$ cat config.mk
export PLATFORM = sky130hd
export DESIGN_NAME = data_packet_framer_crc32
export DESIGN_NICKNAME = d
export VERILOG_FILES = /design/src/rtl/dpf_pkg.sv /design/src/rtl/data_packet_framer_crc32.sv /design/src/rtl/dpf_front.sv /design/src/rtl/dpf_cmdq.sv /design/src/rtl/dpf_back.sv
export SDC_FILE = /design/constraint.sdc
export NUM_CORES = 1
export LEC_CHECK = 0
export ABC_AREA = 1
export BUFFER_PORTS_ARGS = -buffer_cell sky130_fd_sc_hd__buf_2
export CAP_MARGIN = 10
export CORE_MARGIN = 8
export CORE_UTILIZATION = 56
export DETAILED_ROUTE_END_ITERATION = 6
export MAX_ROUTING_LAYER = met4
export PLACE_DENSITY = 0.77
export RECOVER_POWER = 50
export SLEW_MARGIN = 5
export SYNTH_ARGS = -nofsm -noshare
export SYNTH_HDL_FRONTEND = slang
export SYNTH_SLANG_ARGS = --single-unit
$ cat constraint.sdc
create_clock -name clk -period 4.59 [get_ports clk]
set_input_delay 0.459 -clock clk [delete_from_list [all_inputs] [get_ports clk]]
set_output_delay 0.459 -clock clk [all_outputs]
set_load 0.005 [all_outputs]
$ cat src/rtl/dpf_pkg.sv
// Shared types, constants and CRC helpers for the packet framer.
// Used by dpf_front, dpf_cmdq, dpf_back and data_packet_framer_crc32.
`timescale 1ns / 1ps
`default_nettype none

package dpf_pkg;

	localparam int unsigned MAX_PAYLOAD = 512;
	localparam int unsigned REMAIN_W    = 10;

	localparam logic [31:0] CRC_POLY = 32'hEDB88320;
	localparam logic [31:0] CRC_INIT = 32'hFFFFFFFF;

	localparam int unsigned CMDQ_DEPTH = 4;
	localparam int unsigned CMDQ_AW    = $clog2(CMDQ_DEPTH);
	localparam int unsigned CMDQ_CW    = $clog2(CMDQ_DEPTH + 1);

	// back-end step counter: header bytes, header CRC, payload CRC trailer
	localparam int unsigned STEP_W = 4;
	localparam logic [STEP_W-1:0] HDR_LAST_BYTE_STEP = 4'd7;
	localparam logic [STEP_W-1:0] HDR_LAST_STEP      = 4'd11;
	localparam logic [STEP_W-1:0] TRAILER_LAST_STEP  = 4'd4;

	typedef struct packed {
		logic        mode;
		logic [7:0]  seq_number;
		logic [4:0]  window;
		logic [15:0] payload_length;
		logic [31:0] timestamp;
		logic [7:0]  data_byte;
	} in_item_t;

	typedef struct packed {
		logic [7:0] out_byte;
		logic       end_of_packet;
		logic       status;
	} out_item_t;

	typedef enum logic [1:0] {
		CMD_ERR,
		CMD_HDR,
		CMD_DATA
	} cmd_kind_t;

	// HDR: payload holds the 8 header bytes, MSB first.
	// DATA: payload[7:0] holds the byte. last marks packet end.
	typedef struct packed {
		cmd_kind_t   kind;
		logic        last;
		logic [63:0] payload;
	} cmd_t;

	function automatic logic [31:0] crc_byte(input logic [31:0] crc, input logic [7:0] b);
		logic [31:0] c;
		c = crc ^ {24'd0, b};
		for (int i = 0; i < 8; i++) begin
			c = c[0] ? ((c >> 1) ^ CRC_POLY) : (c >> 1);
		end
		return c;
	endfunction

	// byte idx 0 is the most significant
	function automatic logic [7:0] byte_of_u64(input logic [63:0] v, input logic [2:0] idx);
		logic [7:0] r;
		case (idx)
			3'd0: r = v[63:56];
			3'd1: r = v[55:48];
			3'd2: r = v[47:40];
			3'd3: r = v[39:32];
			3'd4: r = v[31:24];
			3'd5: r = v[23:16];
			3'd6: r = v[15:8];
			default: r = v[7:0];
		endcase
		return r;
	endfunction

	function automatic logic [7:0] byte_of_u32(input logic [31:0] v, input logic [1:0] idx);
		logic [7:0] r;
		case (idx)
			2'd0: r = v[31:24];
			2'd1: r = v[23:16];
			2'd2: r = v[15:8];
			default: r = v[7:0];
		endcase
		return r;
	endfunction

endpackage

`default_nettype wire

$ cat src/rtl/data_packet_framer_crc32.sv
// Packet framer with CRC-32 over header and payload.
// An item is registered in the command queue and then in the output register.
// Throughput: 1 output byte per cycle while pop keeps up, set by the single
// byte lane; a valid header gives 12 bytes, a final payload byte 5, others 1.
// A 4-entry command queue lets the front keep accepting during header bursts.
// Reset (arst_n low, asynchronous): no packet open, queues empty, type code 1.
`timescale 1ns / 1ps
`default_nettype none

module data_packet_framer_crc32 (
	input  wire logic               clk,
	input  wire logic               arst_n,
	input  wire logic               push,
	output logic                    full,
	input  wire dpf_pkg::in_item_t  item,
	output logic                    empty,
	input  wire logic               pop,
	output dpf_pkg::out_item_t      result,
	input  wire logic               cfg_wr_en,
	input  wire logic [1:0]         cfg_wr_data
);

	logic          accept;
	logic          cmd_push;
	dpf_pkg::cmd_t cmd;
	logic          head_valid;
	dpf_pkg::cmd_t head_cmd;
	logic          cmd_pop;

	assign accept = push && !full;

	dpf_front u_front (
		.clk        (clk),
		.arst_n     (arst_n),
		.accept     (accept),
		.item       (item),
		.cfg_wr_en  (cfg_wr_en),
		.cfg_wr_data(cfg_wr_data),
		.cmd_push   (cmd_push),
		.cmd        (cmd)
	);

	dpf_cmdq u_cmdq (
		.clk       (clk),
		.arst_n    (arst_n),
		.push      (cmd_push),
		.push_cmd  (cmd),
		.full      (full),
		.head_valid(head_valid),
		.head_cmd  (head_cmd),
		.pop       (cmd_pop)
	);

	dpf_back u_back (
		.clk       (clk),
		.arst_n    (arst_n),
		.head_valid(head_valid),
		.head_cmd  (head_cmd),
		.cmd_pop   (cmd_pop),
		.empty     (empty),
		.result    (result),
		.pop       (pop)
	);

endmodule

`default_nettype wire

$ cat src/rtl/dpf_front.sv
// Front end: accepts input items, tracks the open packet and classifies
// each item into a command for the back end. Depends on dpf_pkg.
`timescale 1ns / 1ps
`default_nettype none

module dpf_front (
	input  wire logic             clk,
	input  wire logic             arst_n,
	input  wire logic             accept,
	input  wire dpf_pkg::in_item_t item,
	input  wire logic             cfg_wr_en,
	input  wire logic [1:0]       cfg_wr_data,
	output logic                  cmd_push,
	output dpf_pkg::cmd_t         cmd
);

	logic                         open_q;
	logic [dpf_pkg::REMAIN_W-1:0] remain_q;
	logic [1:0]                   type_q;

	logic                         too_long;
	logic [dpf_pkg::REMAIN_W-1:0] remain_dec;

	assign too_long   = item.payload_length > 16'(dpf_pkg::MAX_PAYLOAD);
	assign remain_dec = remain_q - 1'b1;

	always_comb begin
		cmd_push = 1'b0;
		cmd      = '{kind: dpf_pkg::CMD_DATA, last: 1'b0, payload: '0};
		if (!item.mode) begin
			cmd_push = accept;
			if (too_long) begin
				cmd.kind = dpf_pkg::CMD_ERR;
				cmd.last = 1'b1;
			end else begin
				cmd.kind    = dpf_pkg::CMD_HDR;
				cmd.last    = item.payload_length == 16'd0;
				// flag bit (bit 5) is always zero
				cmd.payload = {type_q, 1'b0, item.window, item.seq_number,
				               item.payload_length, item.timestamp};
			end
		end else begin
			// bytes outside a packet are dropped
			cmd_push    = accept && open_q;
			cmd.kind    = dpf_pkg::CMD_DATA;
			cmd.last    = remain_dec == '0;
			cmd.payload = {56'd0, item.data_byte};
		end
	end

	always_ff @(posedge clk or negedge arst_n) begin
		if (!arst_n) begin
			open_q   <= 1'b0;
			remain_q <= '0;
			type_q   <= 2'd1;
		end else begin
			if (cfg_wr_en) begin
				type_q <= cfg_wr_data;
			end
			if (accept) begin
				if (!item.mode) begin
					open_q   <= !too_long && (item.payload_length != 16'd0);
					remain_q <= too_long ? '0 : item.payload_length[dpf_pkg::REMAIN_W-1:0];
				end else if (open_q) begin
					remain_q <= remain_dec;
					if (remain_dec == '0) begin
						open_q <= 1'b0;
					end
				end
			end
		end
	end

`ifndef ASSERT_OFF
	a_open_has_bytes: assert property (@(posedge clk) disable iff (!arst_n)
		open_q |-> remain_q != '0)
		else $error("open packet with zero bytes remaining");

	a_data_only_open: assert property (@(posedge clk) disable iff (!arst_n)
		(cmd_push && cmd.kind == dpf_pkg::CMD_DATA) |-> open_q)
		else $error("data command pushed outside a packet");

	a_err_closes: assert property (@(posedge clk) disable iff (!arst_n)
		(cmd_push && cmd.kind == dpf_pkg::CMD_ERR) |=> !open_q)
		else $error("packet left open after length error");
`endif

endmodule

`default_nettype wire

$ cat src/rtl/dpf_cmdq.sv
// Short command queue between front and back end, register based.
// Depends on dpf_pkg.
`timescale 1ns / 1ps
`default_nettype none

module dpf_cmdq (
	input  wire logic          clk,
	input  wire logic          arst_n,
	input  wire logic          push,
	input  wire dpf_pkg::cmd_t push_cmd,
	output logic               full,
	output logic               head_valid,
	output dpf_pkg::cmd_t      head_cmd,
	input  wire logic          pop
);

	dpf_pkg::cmd_t               slot_q [dpf_pkg::CMDQ_DEPTH];
	logic [dpf_pkg::CMDQ_AW-1:0] wr_ptr_q;
	logic [dpf_pkg::CMDQ_AW-1:0] rd_ptr_q;
	logic [dpf_pkg::CMDQ_CW-1:0] count_q;

	assign full       = count_q == dpf_pkg::CMDQ_CW'(dpf_pkg::CMDQ_DEPTH);
	assign head_valid = count_q != '0;
	assign head_cmd   = slot_q[rd_ptr_q];

	always_ff @(posedge clk) begin
		if (push) begin
			slot_q[wr_ptr_q] <= push_cmd;
		end
	end

	always_ff @(posedge clk or negedge arst_n) begin
		if (!arst_n) begin
			wr_ptr_q <= '0;
			rd_ptr_q <= '0;
			count_q  <= '0;
		end else begin
			if (push) begin
				wr_ptr_q <= wr_ptr_q + 1'b1;
			end
			if (pop) begin
				rd_ptr_q <= rd_ptr_q + 1'b1;
			end
			case ({push, pop})
				2'b10:   count_q <= count_q + 1'b1;
				2'b01:   count_q <= count_q - 1'b1;
				default: count_q <= count_q;
			endcase
		end
	end

`ifndef ASSERT_OFF
	a_no_overflow: assert property (@(posedge clk) disable iff (!arst_n)
		push |-> !full)
		else $error("command queue overflow");

	a_no_underflow: assert property (@(posedge clk) disable iff (!arst_n)
		pop |-> head_valid)
		else $error("command queue underflow");

	a_count_range: assert property (@(posedge clk) disable iff (!arst_n)
		count_q <= dpf_pkg::CMDQ_CW'(dpf_pkg::CMDQ_DEPTH))
		else $error("command queue count out of range");
`endif

endmodule

`default_nettype wire

$ cat src/rtl/dpf_back.sv
// Back end: serializes the command at the queue head into output bytes,
// runs header and payload CRC-32 and holds the output register.
// Depends on dpf_pkg.
`timescale 1ns / 1ps
`default_nettype none

module dpf_back (
	input  wire logic           clk,
	input  wire logic           arst_n,
	input  wire logic           head_valid,
	input  wire dpf_pkg::cmd_t  head_cmd,
	output logic                cmd_pop,
	output logic                empty,
	output dpf_pkg::out_item_t  result,
	input  wire logic           pop
);

	logic [dpf_pkg::STEP_W-1:0] step_q;
	logic [31:0]                hcrc_q;
	logic [31:0]                pcrc_q;
	logic                       out_valid_q;
	dpf_pkg::out_item_t         out_q;

	logic                       advance;
	logic                       fire;
	logic                       done;
	dpf_pkg::out_item_t         nxt;
	logic [31:0]                hcrc_d;
	logic [31:0]                pcrc_d;
	logic [dpf_pkg::STEP_W-1:0] trl_idx;

	assign advance = !out_valid_q || pop;
	assign fire    = head_valid && advance;
	assign cmd_pop = fire && done;
	assign empty   = !out_valid_q;
	assign result  = out_q;
	assign trl_idx = step_q - 1'b1;

	always_comb begin
		nxt    = '{out_byte: 8'd0, end_of_packet: 1'b0, status: 1'b0};
		done   = 1'b0;
		hcrc_d = hcrc_q;
		pcrc_d = pcrc_q;
		unique case (head_cmd.kind)
			dpf_pkg::CMD_ERR: begin
				nxt.end_of_packet = 1'b1;
				nxt.status        = 1'b1;
				done              = 1'b1;
				pcrc_d            = dpf_pkg::CRC_INIT;
			end
			dpf_pkg::CMD_HDR: begin
				if (step_q <= dpf_pkg::HDR_LAST_BYTE_STEP) begin
					nxt.out_byte = dpf_pkg::byte_of_u64(head_cmd.payload, step_q[2:0]);
					hcrc_d = dpf_pkg::crc_byte((step_q == '0) ? dpf_pkg::CRC_INIT : hcrc_q,
					                           nxt.out_byte);
				end else begin
					nxt.out_byte = dpf_pkg::byte_of_u32(~hcrc_q, step_q[1:0]);
				end
				done              = step_q == dpf_pkg::HDR_LAST_STEP;
				nxt.end_of_packet = done && head_cmd.last;
				pcrc_d            = dpf_pkg::CRC_INIT;
			end
			dpf_pkg::CMD_DATA: begin
				if (step_q == '0) begin
					nxt.out_byte = head_cmd.payload[7:0];
					pcrc_d       = dpf_pkg::crc_byte(pcrc_q, head_cmd.payload[7:0]);
					done         = !head_cmd.last;
				end else begin
					nxt.out_byte      = dpf_pkg::byte_of_u32(~pcrc_q, trl_idx[1:0]);
					done              = step_q == dpf_pkg::TRAILER_LAST_STEP;
					nxt.end_of_packet = done;
					if (done) begin
						pcrc_d = dpf_pkg::CRC_INIT;
					end
				end
			end
			default: begin
				done = 1'b1;
			end
		endcase
	end

	always_ff @(posedge clk or negedge arst_n) begin
		if (!arst_n) begin
			step_q      <= '0;
			pcrc_q      <= dpf_pkg::CRC_INIT;
			out_valid_q <= 1'b0;
		end else begin
			if (fire) begin
				step_q <= done ? '0 : step_q + 1'b1;
				pcrc_q <= pcrc_d;
			end
			if (advance) begin
				out_valid_q <= head_valid;
			end
		end
	end

	always_ff @(posedge clk) begin
		if (fire) begin
			out_q  <= nxt;
			hcrc_q <= hcrc_d;
		end
	end

`ifndef ASSERT_OFF
	a_step_range: assert property (@(posedge clk) disable iff (!arst_n)
		step_q <= dpf_pkg::HDR_LAST_STEP)
		else $error("serializer step out of range");

	a_busy_has_cmd: assert property (@(posedge clk) disable iff (!arst_n)
		(step_q != '0) |-> head_valid)
		else $error("command left the queue mid-serialization");

	a_trailer_bound: assert property (@(posedge clk) disable iff (!arst_n)
		(head_valid && head_cmd.kind == dpf_pkg::CMD_DATA) |->
		(step_q <= dpf_pkg::TRAILER_LAST_STEP))
		else $error("payload trailer step out of range");

	a_err_single: assert property (@(posedge clk) disable iff (!arst_n)
		(head_valid && head_cmd.kind == dpf_pkg::CMD_ERR) |-> (step_q == '0))
		else $error("error command spans more than one byte");
`endif

endmodule

`default_nettype wire

==> metrics <==
run status finished, violations left; failing checks max-capacitance violations, max-slew violations; Post-Synthesis Cells 1917; Setup TNS 0 ps; grt ovf 0; top_reg_cell synth edfxtp_1; compound-cell area share of the yosys netlist 6.71%; Reg clk slew, reported paths 60 ps; CTS Hold Bufs 1; RSZ-0062 raised after global routing false; Syn Std Cell Area 18200 sq um; Initial Utilization 56.5%; flop-to-flop setup slack 680 ps; DR pass1 iterations 5; initial DRC count 1161; uppermost routed layer met4; worst reg-to-reg path cell count 19; largest net degree at the start of global routing 107; number of global-route vias before repair 13301; Vias/cell 5.42; P&R area growth vs syn 13.0%; sequential area share after synthesis 58.4%; all-layer global routing usage 24.1%; hold path depth 2; Post-CTS Setup Repair Bufs 0; mux contribution to synthesized area 0%; wire per inst 18.2 microns; most frequent cell after synthesis nand2_1; Worst-Margin Slew 1940 ps; WHS Endpoint u_front.type_q[0]; leading area contributor after synthesis edfxtp_1; post-DP HPWL 30600 microns; crit start category register; wire length on met3 3030 microns; Synth Area in XOR/XNOR 6.45%; Final Hold Viols 0; Cell variety after synth 50; main combinational cell family by area after synthesis simple AND/OR/NAND/NOR gates; crit path DAT 4200 ps; setup ws final 680 ps; share of the synthesized area in the top cell type 50.4%; DR WL met2 22100 microns; top post-synthesis cells by area edfxtp_1 50%, nand2_1 12%, dfstp_2 4.8%, inv_1 4.7%, nor2_1 4.0%; fin nets 2131; post-route ant nets 0; post-CTS sizing 0; Synth Register Bits 363; Die Width 196 microns; CTS tree done; post-placement setup slack 902 ps; FILL cells 2559; layout cell share with drive strength beyond 1 12.2%; residual DRC count 0; htree depth 2; Crit Path Max Fanout 53; via count 13605; simple-gate portion of the synthesized area 20.2%; count of final max-slew check failures 33; Ys Warns 0; Ports 89; CP Class register to register; Rel. slew slack -29.3%; die area 38600 sq um; Fmax 0.256 GHz; first-pass GRT wire length 71400 microns; Max Clock Skew 18.1 ps; asr flop ratio synth 15.7%; total CTS buffers 39; input/output buffers 88; Max Cap Viol 1; Hold Path Class input port to register; core outline area 32300 sq um; initial antenna violation count 0; clk_lat worst skew 540 ps; CTS max path bufs 3; Worst EP required 4880 ps; EDFF count, synth 306; root buf cell clkbuf_16; Core Rows 66; crit path capture type register; Worst R2R End u_back.hcrc_q[21]; WL met1 18800 microns; Worst Hold Launch cfg_wr_en; clock sinks 363; fin crit share 85.2%; Synth top cells by count 567 x nand2_1, 306 x edfxtp_1, 227 x inv_1, 194 x nor2_1, 110 x nand3_1; Final setup viols 0; Worst R2R Start u_cmdq.rd_ptr_q[0]; synthesized area per cell 9.51 sq um; fraction of the mapped netlist area in adder cells 1.34%; minimum clock period 3910 ps; routed wire length 45600 microns; final RePlAce weighted congestion 0.945; Die Y 196 microns
-- layout by cell type, fill, tap and decap left out, types with 24 or more instances in the layout --
cell | Yosys | layout
xor2_1 | 73 | 73
o22ai_1 | 30 | 30
inv_1 | 227 | 227
edfxtp_1 | 306 | 306
a21oi_1 | 27 | 26
clkbuf_16 | 0 | 39
clkbuf_1 | 23 | 24
conb_1 | 1 | 24
nand3_1 | 110 | 110
buf_2 | 28 | 77
nor2_1 | 194 | 190
nand2_1 | 567 | 567
o21ai_0 | 84 | 84
dfstp_2 | 33 | 33
-- state kept, by name (all words and copies together), names as in the netlist --
signal and cells:
u_cmdq.slot_q 264, u_front.remain_q 10, u_cmdq.count_q 3, u_cmdq.rd_ptr_q 2, u_back.pcrc_q 32, u_front.open_q 1, u_back.result 10, u_cmdq.wr_ptr_q 2
u_back.out_valid_q 1, u_back.hcrc_q 32, u_back.step_q 4, u_front.type_q 2
-- worst max-delay path, stage by stage (launching register included) --
cell and delay (ps):
dfrtp_4 700, clkinvlp_2 430, buf_12 310, buf_4 260
o21ai_0 190, o21ai_1 100, nand2_1 80, nand2_1 50
nor2_1 80, nand3_1 190, nand2_1 200, nand2_1 70
nand2_1 280, nand2_1 150, nand2_2 190, nand2_1 110
nand2_1 100, nand2_1 50, nand2_1 50, inv_1 30
-- worst max path at each step --
stage / startpoint / end
after floorplan: u_cmdq.count_q[2] / u_cmdq.slot_q[0][0]
after global placement: u_back.step_q[0] / u_back.hcrc_q[23]
after detailed placement: u_back.step_q[0] / u_back.hcrc_q[23]
after CTS: u_back.step_q[0] / u_back.hcrc_q[23]
after global routing: u_cmdq.rd_ptr_q[0] / u_back.hcrc_q[21]
final: u_cmdq.rd_ptr_q[0] / u_back.hcrc_q[21]
-- cells by family (layout without fill, tap and decap cells) --
logic type | count (synthesis) | in the layout
simple gates | 912 | 912
flops | 363 | 363
buf+inv | 308 | 433
compound gates | 205 | 205
xor+xnor | 109 | 109
fa+ha+maj | 19 | 19
other cells | 1 | 25
-- area by class of cell --
| cell class | count | area, sq um | area share [%] |
|---|---|---|---|
| Antenna cell | 1 | 2.50 | 0.0121 |
| Clock buffer | 51 | 1030 | 5.00 |
| Clock inverter | 20 | 215 | 1.04 |
| Inverter | 239 | 898 | 4.36 |
| Multi-Input combinational cell | 1269 | 6440 | 31.3 |
| Sequential cell | 363 | 10700 | 51.7 |
| Tap cell | 442 | 553 | 2.68 |
| Timing Repair Buffer | 123 | 797 | 3.87 |
-- routing by layer --
layer | track usage (%) | vias to the layer above
met5 | - | -
met4 | 8.76 | 0
met3 | 3.74 | 93
met2 | 39.3 | 538
met1 | 30.2 | 6490
li1 | - | 6484
-- metrics by stage --
stage                     area [sq um]  cells  hold slack, ps  util (%)
after CTS                        20600   2507             127      63.9
after detailed placement         19400   2435             353      60.0
after global placement           19400   2435             347      60.0
after floorplan                  18300   1940             163         -
after global routing             20600   2507             152      63.8
final                            20600   2508             142      63.8
Power is not shown: default switching activity piles up to over one toggle a cycle in this logic, so the estimate is an artifact.
